$ cat src/hw/rtl/catmull_rom_curve_sampler_macros.svh
// Assertion macros used by the curve sampler top level.
`ifndef CATMULL_ROM_CURVE_SAMPLER_MACROS_SVH
`define CATMULL_ROM_CURVE_SAMPLER_MACROS_SVH

// Consequent must hold in the same cycle as the antecedent.
`define CRS_ASSERT_NOW(lbl, clk, rst_n, ante, cons) \
    lbl: assert property (@(posedge clk) disable iff (!(rst_n)) (ante) |-> (cons)) \
        else $error("assertion failed");

// Consequent must hold in the cycle after the antecedent.
`define CRS_ASSERT_NEXT(lbl, clk, rst_n, ante, cons) \
    lbl: assert property (@(posedge clk) disable iff (!(rst_n)) (ante) |=> (cons)) \
        else $error("assertion failed");

`endif

$ cat src/hw/rtl/crs_pkg.sv
`default_nettype none

package crs_pkg;

    localparam int SPP_W     = 7;   // samples_per_segment register
    localparam int TSTEP_W   = 16;  // t_step register
    localparam int T_W       = 16;  // t in Q0.16
    localparam int D_W       = 54;  // doubled weight in Q.48, signed
    localparam int W_LSB     = 25;  // doubled Q.48 -> weight Q.24
    localparam int W_W       = D_W - W_LSB;
    localparam int UPC_W     = 4;
    localparam int NUM_LANES = 3;
    localparam int NUM_TAPS  = 4;

    typedef logic [UPC_W-1:0] t_upc;

    typedef enum logic [0:0] {
        REG_SPP   = 1'b0,
        REG_TSTEP = 1'b1
    } t_reg_idx;

    typedef enum logic [1:0] {
        COND_NEXT,
        COND_WAIT_IN,
        COND_EMIT,
        COND_JUMP
    } t_cond;

    typedef enum logic [1:0] {
        ACC_HOLD,
        ACC_LOAD,
        ACC_ADD
    } t_acc_op;

    // One microcode word.
    typedef struct packed {
        t_cond      cond;
        t_upc       target;
        logic       sq_en;
        logic       cube_en;
        logic       w_en;
        logic [1:0] tap;
        logic       mul_en;
        t_acc_op    acc_op;
        logic       emit;
    } t_uword;

    // Sequencer -> datapath controls.
    typedef struct packed {
        logic       sq_en;
        logic       cube_en;
        logic       w_en;
        logic [1:0] tap;
        logic       mul_en;
        t_acc_op    acc_op;
        logic       emit;
    } t_ctl;

    // Datapath -> sequencer status.
    typedef struct packed {
        logic start;
        logic out_free;
        logic last;
    } t_stat;

endpackage

`default_nettype wire

$ cat src/hw/rtl/crs_seq.sv
`default_nettype none

module crs_seq (
    input  logic           i_clk,
    input  logic           i_rst_n,
    input  crs_pkg::t_stat i_stat,
    output crs_pkg::t_ctl  o_ctl,
    output logic           o_idle
);
    import crs_pkg::*;

    localparam t_upc S_IDLE = 4'd0;
    localparam t_upc S_SQ   = 4'd1;
    localparam t_upc S_CUBE = 4'd2;
    localparam t_upc S_W0   = 4'd3;
    localparam t_upc S_W1   = 4'd4;
    localparam t_upc S_W2   = 4'd5;
    localparam t_upc S_W3   = 4'd6;
    localparam t_upc S_M0   = 4'd7;
    localparam t_upc S_M1   = 4'd8;
    localparam t_upc S_M2   = 4'd9;
    localparam t_upc S_M3   = 4'd10;
    localparam t_upc S_ACC  = 4'd11;
    localparam t_upc S_EMIT = 4'd12;

    // Microprogram: square, cube, four weights, four multiplies with a
    // trailing accumulate, then emit; loop back or idle at the last.
    function automatic t_uword urom(input t_upc a);
        t_uword w;
        w.cond    = COND_NEXT;
        w.target  = S_IDLE;
        w.sq_en   = 1'b0;
        w.cube_en = 1'b0;
        w.w_en    = 1'b0;
        w.tap     = 2'd0;
        w.mul_en  = 1'b0;
        w.acc_op  = ACC_HOLD;
        w.emit    = 1'b0;
        unique case (a)
            S_IDLE: w.cond = COND_WAIT_IN;
            S_SQ:   w.sq_en = 1'b1;
            S_CUBE: w.cube_en = 1'b1;
            S_W0: begin w.w_en = 1'b1; w.tap = 2'd0; end
            S_W1: begin w.w_en = 1'b1; w.tap = 2'd1; end
            S_W2: begin w.w_en = 1'b1; w.tap = 2'd2; end
            S_W3: begin w.w_en = 1'b1; w.tap = 2'd3; end
            S_M0: begin w.mul_en = 1'b1; w.tap = 2'd0; end
            S_M1: begin w.mul_en = 1'b1; w.tap = 2'd1; w.acc_op = ACC_LOAD; end
            S_M2: begin w.mul_en = 1'b1; w.tap = 2'd2; w.acc_op = ACC_ADD; end
            S_M3: begin w.mul_en = 1'b1; w.tap = 2'd3; w.acc_op = ACC_ADD; end
            S_ACC:  w.acc_op = ACC_ADD;
            S_EMIT: begin
                w.emit   = 1'b1;
                w.cond   = COND_EMIT;
                w.target = S_SQ;
            end
            default: w.cond = COND_JUMP;
        endcase
        return w;
    endfunction

    t_upc   r_pc;
    t_upc   n_pc;
    t_uword uw;

    assign uw = urom(r_pc);

    always_comb begin
        unique case (uw.cond)
            COND_NEXT:    n_pc = r_pc + t_upc'(1);
            COND_WAIT_IN: n_pc = i_stat.start ? r_pc + t_upc'(1) : r_pc;
            COND_EMIT: begin
                if (!i_stat.out_free) n_pc = r_pc;
                else if (i_stat.last) n_pc = S_IDLE;
                else                  n_pc = uw.target;
            end
            COND_JUMP:    n_pc = uw.target;
            default:      n_pc = S_IDLE;
        endcase
    end

    always_ff @(posedge i_clk) begin
        if (!i_rst_n) begin
            r_pc <= S_IDLE;
        end else begin
            r_pc <= n_pc;
        end
    end

    always_comb begin
        o_ctl.sq_en   = uw.sq_en;
        o_ctl.cube_en = uw.cube_en;
        o_ctl.w_en    = uw.w_en;
        o_ctl.tap     = uw.tap;
        o_ctl.mul_en  = uw.mul_en;
        o_ctl.acc_op  = uw.acc_op;
        o_ctl.emit    = uw.emit & i_stat.out_free;
    end

    assign o_idle = (r_pc == S_IDLE);

endmodule

`default_nettype wire

$ cat config.mk
export PLATFORM = sky130hd
export DESIGN_NAME = crs_seq
export DESIGN_NICKNAME = d
export VERILOG_FILES = /design/src/hw/rtl/catmull_rom_curve_sampler_macros.svh /design/src/hw/rtl/crs_pkg.sv /design/src/hw/rtl/crs_seq.sv
export SDC_FILE = /design/constraint.sdc
export NUM_CORES = 1
export LEC_CHECK = 0
export ABC_AREA = 1
export BUFFER_PORTS_ARGS = -buffer_cell sky130_fd_sc_hd__buf_2
export CAP_MARGIN = 20
export CORE_AREA = 5 5 42 44
export CTS_CLUSTER_DIAMETER = 200
export CTS_CLUSTER_SIZE = 12
export DETAILED_ROUTE_END_ITERATION = 6
export DIE_AREA = 0 0 47 49
export GPL_TIMING_DRIVEN = 1
export HOLD_SLACK_MARGIN = 0.15
export PLACE_DENSITY = 0.61
export SLEW_MARGIN = 25
export SYNTH_ARGS = -nofsm -noshare
export SYNTH_HDL_FRONTEND = slang
export SYNTH_SLANG_ARGS = --single-unit
$ cat constraint.sdc
create_clock -name i_clk -period 1.9 [get_ports i_clk]
set_input_delay 0.285 -clock i_clk [delete_from_list [all_inputs] [get_ports i_clk]]
set_output_delay 0.285 -clock i_clk [all_outputs]
set_load 0.02 [all_outputs]
# After elaboration in Yosys (flattened, before gate mapping)
# Cells that the tools add are included.
# word_totals
output_inout_bits	10
inputBits	5
word_cells	43
register_bits	4
# classes
eq_ne	17
n_bitwise	1
add_sub_neg	1
n_reduce_logical	10
n_mux	13
# op_table
cell	count
$eq A4 B4 Y1 const B	5
$eq A4 B3 Y1 const B	4
$pmux W4 S4	1
$mux W4	3
$pmux W2 S3	2
$reduce_or A11 Y1	1
$eq A4 B2 Y1 const B	2
$reduce_or A4 Y1	2
$mux W1	6
$reduce_or A2 Y1	3
$add A4 B1 Y4 const B	1
$eq A2 B2 Y1 const B	2
$eq A4 B1 Y1 const B	1
$logic_not A4 Y1	1
$ne A2 B2 Y1 const B	2
$pmux W2 S2	1
$reduce_or A3 Y1	1
$eq A2 B1 Y1 const B	1
$logic_not A2 Y1	1
$reduce_and A2 Y1	1
$and A1 B1 Y1	1

# Longest topological paths before layout
# Gate-level depths: netlist (run 1).
# depth
word_depth	6
depth_mapped	7
ltp_nobuf	7

# Worst setup path after synthesis (run 1)
# No wires, ideal clock.
# synth_timing
path_kind	register to output
start	register r_pc[0]
end	output o_ctl[3] (netlist name)
path_buffers	0
slack_ns	0.489
t_required_ns	1.615
arrival_time_ns	1.126
path_stages_with_launch	5
path_cell_list	dfxtp_1 > inv_1 > ha_1 > inv_1 > o221ai_1
# synth_lines
item	line_no	source
start, declared	crs_seq.sv:62	t_upc r_pc;
start signal, assigned	crs_seq.sv:86	r_pc <= n_pc;
end, declared	crs_seq.sv:7	output crs_pkg::t_ctl o_ctl,

==> flow_summary.json, run 1 <==
{
  "clock_latency_ps": 230,
  "synth_seq_cells": 4,
  "portBuffers": 14,
  "rows": 14,
  "cts_tree": "yes",
  "synthTopCellsByArea": "dfxtp_1, inv_1, ha_1, nor2_1, nand2_1",
  "grt_max_degree": 8,
  "fin_ws_ps": 188.7,
  "min_delay_path_depth": 3,
  "largest_reg_flops": 4,
  "place_hpwl_microns": 722.9,
  "antenna_cells": 0,
  "antenna_found_initial": 0,
  "drc": 0,
  "cts_root_buf": "clkbuf_4",
  "rsz0062_at_grt": "no",
  "critPathArrivalTime_ps": 1430,
  "wl_microns": 848,
  "multi_input_area_sq_um": 240.2,
  "avgSynthCellArea_sq_um": 6.014,
  "tightestPinTransition_ps": 222.1,
  "hold_viol_final": 0,
  "netlist_instances": 62,
  "dr.pass1.iters": 4,
  "cp-end-kind": "primary output",
  "min_period_ps": 1711,
  "grtUsageMet1_pct": 10.94,
  "grtUsageMet2_pct": 9.729,
  "reg2reg_depth": 6,
  "regArea_sq_um": 80.08,
  "cellPowerDensity_nw_per_um2": 858.6,
  "start_util_pct": 26.61,
  "netlist_area_sq_um": 372.9,
  "overflow": 0,
  "final_cell_mix": "inv_1, buf_2, nor2_1",
  "totalPowerFinal_uw": 416.8,
  "min_to": "r_pc[3]",
  "start_kind": "flop",
  "drt_iter0_drc": 8,
  "area_delta_synth_final_pct": 30.20,
  "peakVddDrop_uv": 502.4,
  "cts_sinks": 4,
  "fin_nets": 90,
  "hold_start": "i_rst_n",
  "routed_via_density": 4.358,
  "synth_nets": 71,
  "slew_headroom_pct": 85.17,
  "layout-drive-gt1-share_pct": 22.78,
  "ant_nets": 0,
  "ff2ff_setup_slack_ps": 660,
  "grt_busiest_layer": "met1",
  "fmax_ghz": 0.5844,
  "worst-setup-path-type": "flop to primary output",
  "die_w_microns": 47,
  "fin_crit_sh_pct": 90.07,
  "place_congestion": 0.7284,
  "finalSetupViolations": 0,
  "post_cts_buffers": 0,
  "cts_resized": 0,
  "grt_pass1_vias": 351,
  "hold_path.class": "input port to flop",
  "clockBufferDepth": 2,
  "power.leakage_uw": 0.0003025,
  "grt_pass1_wl_mm": 1.331,
  "crit_required_ps": 1620,
  "wire_per_inst_microns": 8.926,
  "cts-htree-levels": 1,
  "final_cell_area_sq_um": 485.5,
  "use_met3_pct": 1.476,
  "yosysWarnings": 0,
  "yosysSeqAreaShare_pct": 21.48,
  "nFillCells": 173,
  "dieArea_sq_um": 2303,
  "crit_path_max_fanout": 4,
  "cts_hold_buffers": 0,
  "grt_use_total_pct": 7.665,
  "clock_skew_ps": 3.263,
  "io-pin-count": 15,
  "rr_startpoint": "r_pc[0]",
  "synthDistinctLibCells": 13,
  "reg.largest.list": "r_pc: 4 flops",
  "placed_area_sq_um": 462.9,
  "timing.setup.tns_ps": 0,
  "coreArea_sq_um": 1401,
  "synth_top_area_share_pct": 21.48,
  "die_h_microns": 49,
  "clk_pin_slew_worst_paths_ps": 40,
  "via_count": 414,
  "dp_worst_setup_slack_ps": 423.9,
  "cts_made_buffers": 3,
  "status": "finished clean",
  "drv_slew": 0,
  "synth_area_leader_cell": "dfxtp_1",
  "r2r-end": "r_pc[2]",
  "whs_ps": 288.1,
  "largest_register": "r_pc",
  "maxCapViolations": 0
}
[routing by layer]
layer  vias to the layer above  share of wire [%]  wire [microns]
li1                        233                  -               -
met1                       170                 46             390
met2                        11                 46             388
met3                         0                8.1              69
met4                         0                  0               0
met5                         -                  0               0
[cells in the mapped netlist]
master    instances
inv_1            14
nor2_1           12
nand2_1          11
nand3_1           5
dfxtp_1           4
ha_1              4
o21ai_0           4
a22oi_1           2
o221ai_1          2
and2_1            1
nand2_2           1
nand4_1           1
o21bai_1          1
[how the worst max path moves through the flow]
stage | startpoint | end | cells after the start
floorplan | r_pc[0] | o_ctl[3] | 4
global placement | r_pc[0] | o_ctl[3] | 5
detailed placement | r_pc[0] | o_ctl[3] | 5
CTS | r_pc[0] | o_ctl[3] | 5
finish | r_pc[0] | o_ctl[3] | 5
global route | r_pc[0] | o_ctl[6] | 5
[cell families after synthesis]
kind of cell	share of synthesized area, %
DFF	21.48
AOI/OAI and AO/OA	16.11
and+or+nand+nor	34.90
buffers and inverters	14.09
adders and majority gates	13.42
[power by group]
group          switching [uW]  total, uW  leakage (uW)  internal, uW
Clock                    31.0        101     0.0000138          70.4
Combinational             132        203      0.000256          70.9
Sequential               14.6        112     0.0000328          97.8
[worst max-delay path: stages, from the launching register on]
cell,delay [ps]
dfxtp_1,360
inv_1,110
ha_1,230
o21bai_1,180
o221ai_1,140
buf_2,180
[metrics by stage]
stage,util (%),std cells
2_1_floorplan,-,62
5_1_grt,34.64,95
3_5_place_dp,33.04,92
4_1_cts,34.64,95
6_report,34.64,95
3_3_place_gp,33.04,92
[layout make-up]
type	count	area share, %
Timing Repair Buffer	14	14.43
Multi-Input combinational cell	44	49.48
Inverter	14	10.82
Clock buffer	3	4.639
Sequential cell	4	16.49
Tap cell	16	4.124
Power figures use the tool's default switching activity.
==> run 2: changes to the inputs <==
--- a/config.mk
+++ b/config.mk
@@ -8,11 +8,11 @@
 export ABC_AREA = 1
 export BUFFER_PORTS_ARGS = -buffer_cell sky130_fd_sc_hd__buf_2
 export CAP_MARGIN = 20
-export CORE_AREA = 5 5 42 44
+export CORE_AREA = 3 3 40 42
 export CTS_CLUSTER_DIAMETER = 200
 export CTS_CLUSTER_SIZE = 12
 export DETAILED_ROUTE_END_ITERATION = 6
-export DIE_AREA = 0 0 47 49
+export DIE_AREA = 0 0 43 45
 export GPL_TIMING_DRIVEN = 1
 export HOLD_SLACK_MARGIN = 0.15
 export PLACE_DENSITY = 0.61
==> run 2 against run 1 <==
Sequential power barely moved. Power rose by 0.62%. Sequential cell count did not move. Utilization rose by 3.0 points. Die area fell by 16%. Global-route usage rose by 1.2 points. Register-to-register slack got worse by 40 ps.
==> flow_summary.json, run 2 (synthesis gave the netlist of run 1 again) <==
{
  "drt_iter0_drc": 8,
  "grt_pass1_vias": 341,
  "fin_nets": 90,
  "path_cells": "inv_1 -> ha_1 -> inv_1 -> o221ai_1 -> buf_2",
  "maxCapViolations": 0,
  "swShare_pct": 43.03,
  "place_hpwl_microns": 687.8,
  "portBuffers": 14,
  "cts_resized": 0,
  "layout-drive-gt1-share_pct": 22.78,
  "cpPeakStageDelay_ps": 330,
  "rr_startpoint": "r_pc[0]",
  "min_period_ps": 1717,
  "p_sw_uw": 180.5,
  "p_seq_share_pct": 26.9,
  "io-pin-count": 15,
  "via_count": 417,
  "pwr-share-comb_pct": 48.6,
  "grt_pass1_wl_mm": 1.331,
  "hold_start": "i_rst_n",
  "startpoint": "r_pc[0]",
  "die_h_microns": 45,
  "finalSetupViolations": 0,
  "wl_microns": 815,
  "min_delay_path_depth": 3,
  "clock_skew_ps": 0.2592,
  "cts_hold_buffers": 0,
  "dieArea_sq_um": 1935,
  "rsz0062_at_grt": "no",
  "cellPowerDensity_nw_per_um2": 866.2,
  "crit_path_max_fanout": 5,
  "overflow": 0,
  "hold_viol_final": 0,
  "cp-end-kind": "primary output",
  "status": "finished clean",
  "routed_via_density": 4.436,
  "drc": 0,
  "start_kind": "flop",
  "reg2reg_depth": 6,
  "cts_made_buffers": 3,
  "post_cts_buffers": 0,
  "hold_path.class": "input port to flop",
  "dr.pass1.iters": 3,
  "largest_register": "r_pc",
  "grt_use_total_pct": 8.909,
  "start_util_pct": 29.02,
  "place_congestion": 0.7631,
  "reg.largest.list": "r_pc: 4 flops",
  "final_cell_area_sq_um": 484.2,
  "fmax_ghz": 0.5825,
  "power.leakage_uw": 0.0003025,
  "clock_latency_ps": 230,
  "grt_max_degree": 8,
  "placed_area_sq_um": 461.7,
  "coreArea_sq_um": 1285,
  "drv_slew": 0,
  "clkPwrFrac_pct": 24.5,
  "cts-htree-levels": 1,
  "final_cell_mix": "inv_1, buf_2, nor2_1",
  "clockBufferDepth": 2,
  "peakVddDrop_uv": 515.4,
  "fin_crit_sh_pct": 90.36,
  "die_w_microns": 43,
  "cts_sinks": 4,
  "p_int_uw": 239.0,
  "antenna_cells": 0,
  "utilization_pct": 37.68,
  "largest_reg_flops": 4,
  "critPathArrivalTime_ps": 1430,
  "crit_required_ps": 1620,
  "timing.setup.tns_ps": 0,
  "clk_pin_slew_worst_paths_ps": 40,
  "rows": 13,
  "wire_per_inst_microns": 8.670,
  "cts_tree": "yes",
  "cp_common_cell": "inv_1",
  "ant_nets": 0,
  "cts_root_buf": "clkbuf_4",
  "slew_headroom_pct": 85.84,
  "area_delta_synth_final_pct": 29.87,
  "worst-setup-path-type": "flop to primary output",
  "tightestPinTransition_ps": 212.1,
  "crit_slowest_cell": "dfxtp_1",
  "antenna_found_initial": 0
}
-- run 2: cell counts in the layout (fill, tap and decap cells not counted) --
No cell type changed its count.
-- run 2: layer usage --
metal  track usage [%]  part of all wire (%)  wire, microns  vias to the layer above
met1             12.29                    50            410                      175
met3             1.594                   7.5             61                        0
met2             12.87                    42            343                       12
met5                 0                     0              0                        -
met4             5.422                     0              0                        0
li1                  -                     -              -                      230
-- run 2: stage by stage --
stage               total power, uW  hold WS, ps  worst slack [ps]  instances
finish                        419.4        282.5             183.1         94
global route                  454.7        293.1             38.45         94
CTS                           425.7        278.9             191.6         94
detailed placement            318.7        522.4             447.6         91
global placement              319.1        518.1             457.1         91
floorplan                     262.7        382.6             489.3         62
-- run 2: power by group through the flow --
| stage | Clock, uW | Sequential [uW] | Combinational [uW] |
|---|---|---|---|
| 2_1_floorplan | 0 | 111 | 152 |
| 3_3_place_gp | 0 | 113 | 206 |
| 3_5_place_dp | 0 | 114 | 204 |
| 4_1_cts | 107 | 113 | 205 |
| 5_1_grt | 109 | 114 | 232 |
| 6_report | 103 | 113 | 204 |
-- run 2: critical path: cells and delay by family (launching register included) --
family | cells | cell delay [ps]
AOI/OAI and AO/OA | 1 | 200
adders and majority gates | 1 | 240
buffers and inverters | 3 | 430
DFF | 1 | 330
-- run 2: cell type report --
| class | count | area (sq um) |
|---|---|---|
| Clock buffer | 3 | 22.52 |
| Fill cell | 150 | 800.8 |
| Inverter | 14 | 52.55 |
| Multi-Input combinational cell | 44 | 240.2 |
| Sequential cell | 4 | 80.08 |
| Tap cell | 15 | 18.77 |
| Timing Repair Buffer | 14 | 70.07 |
-- run 2: path summary, 6_finish.rpt --
| kind | to | slack, ps |
|---|---|---|
| max | o_ctl[6] | 180 |
| min reg2reg | r_pc[3] | 620 |
| max reg2reg | r_pc[2] | 620 |
| min | r_pc[3] | 280 |
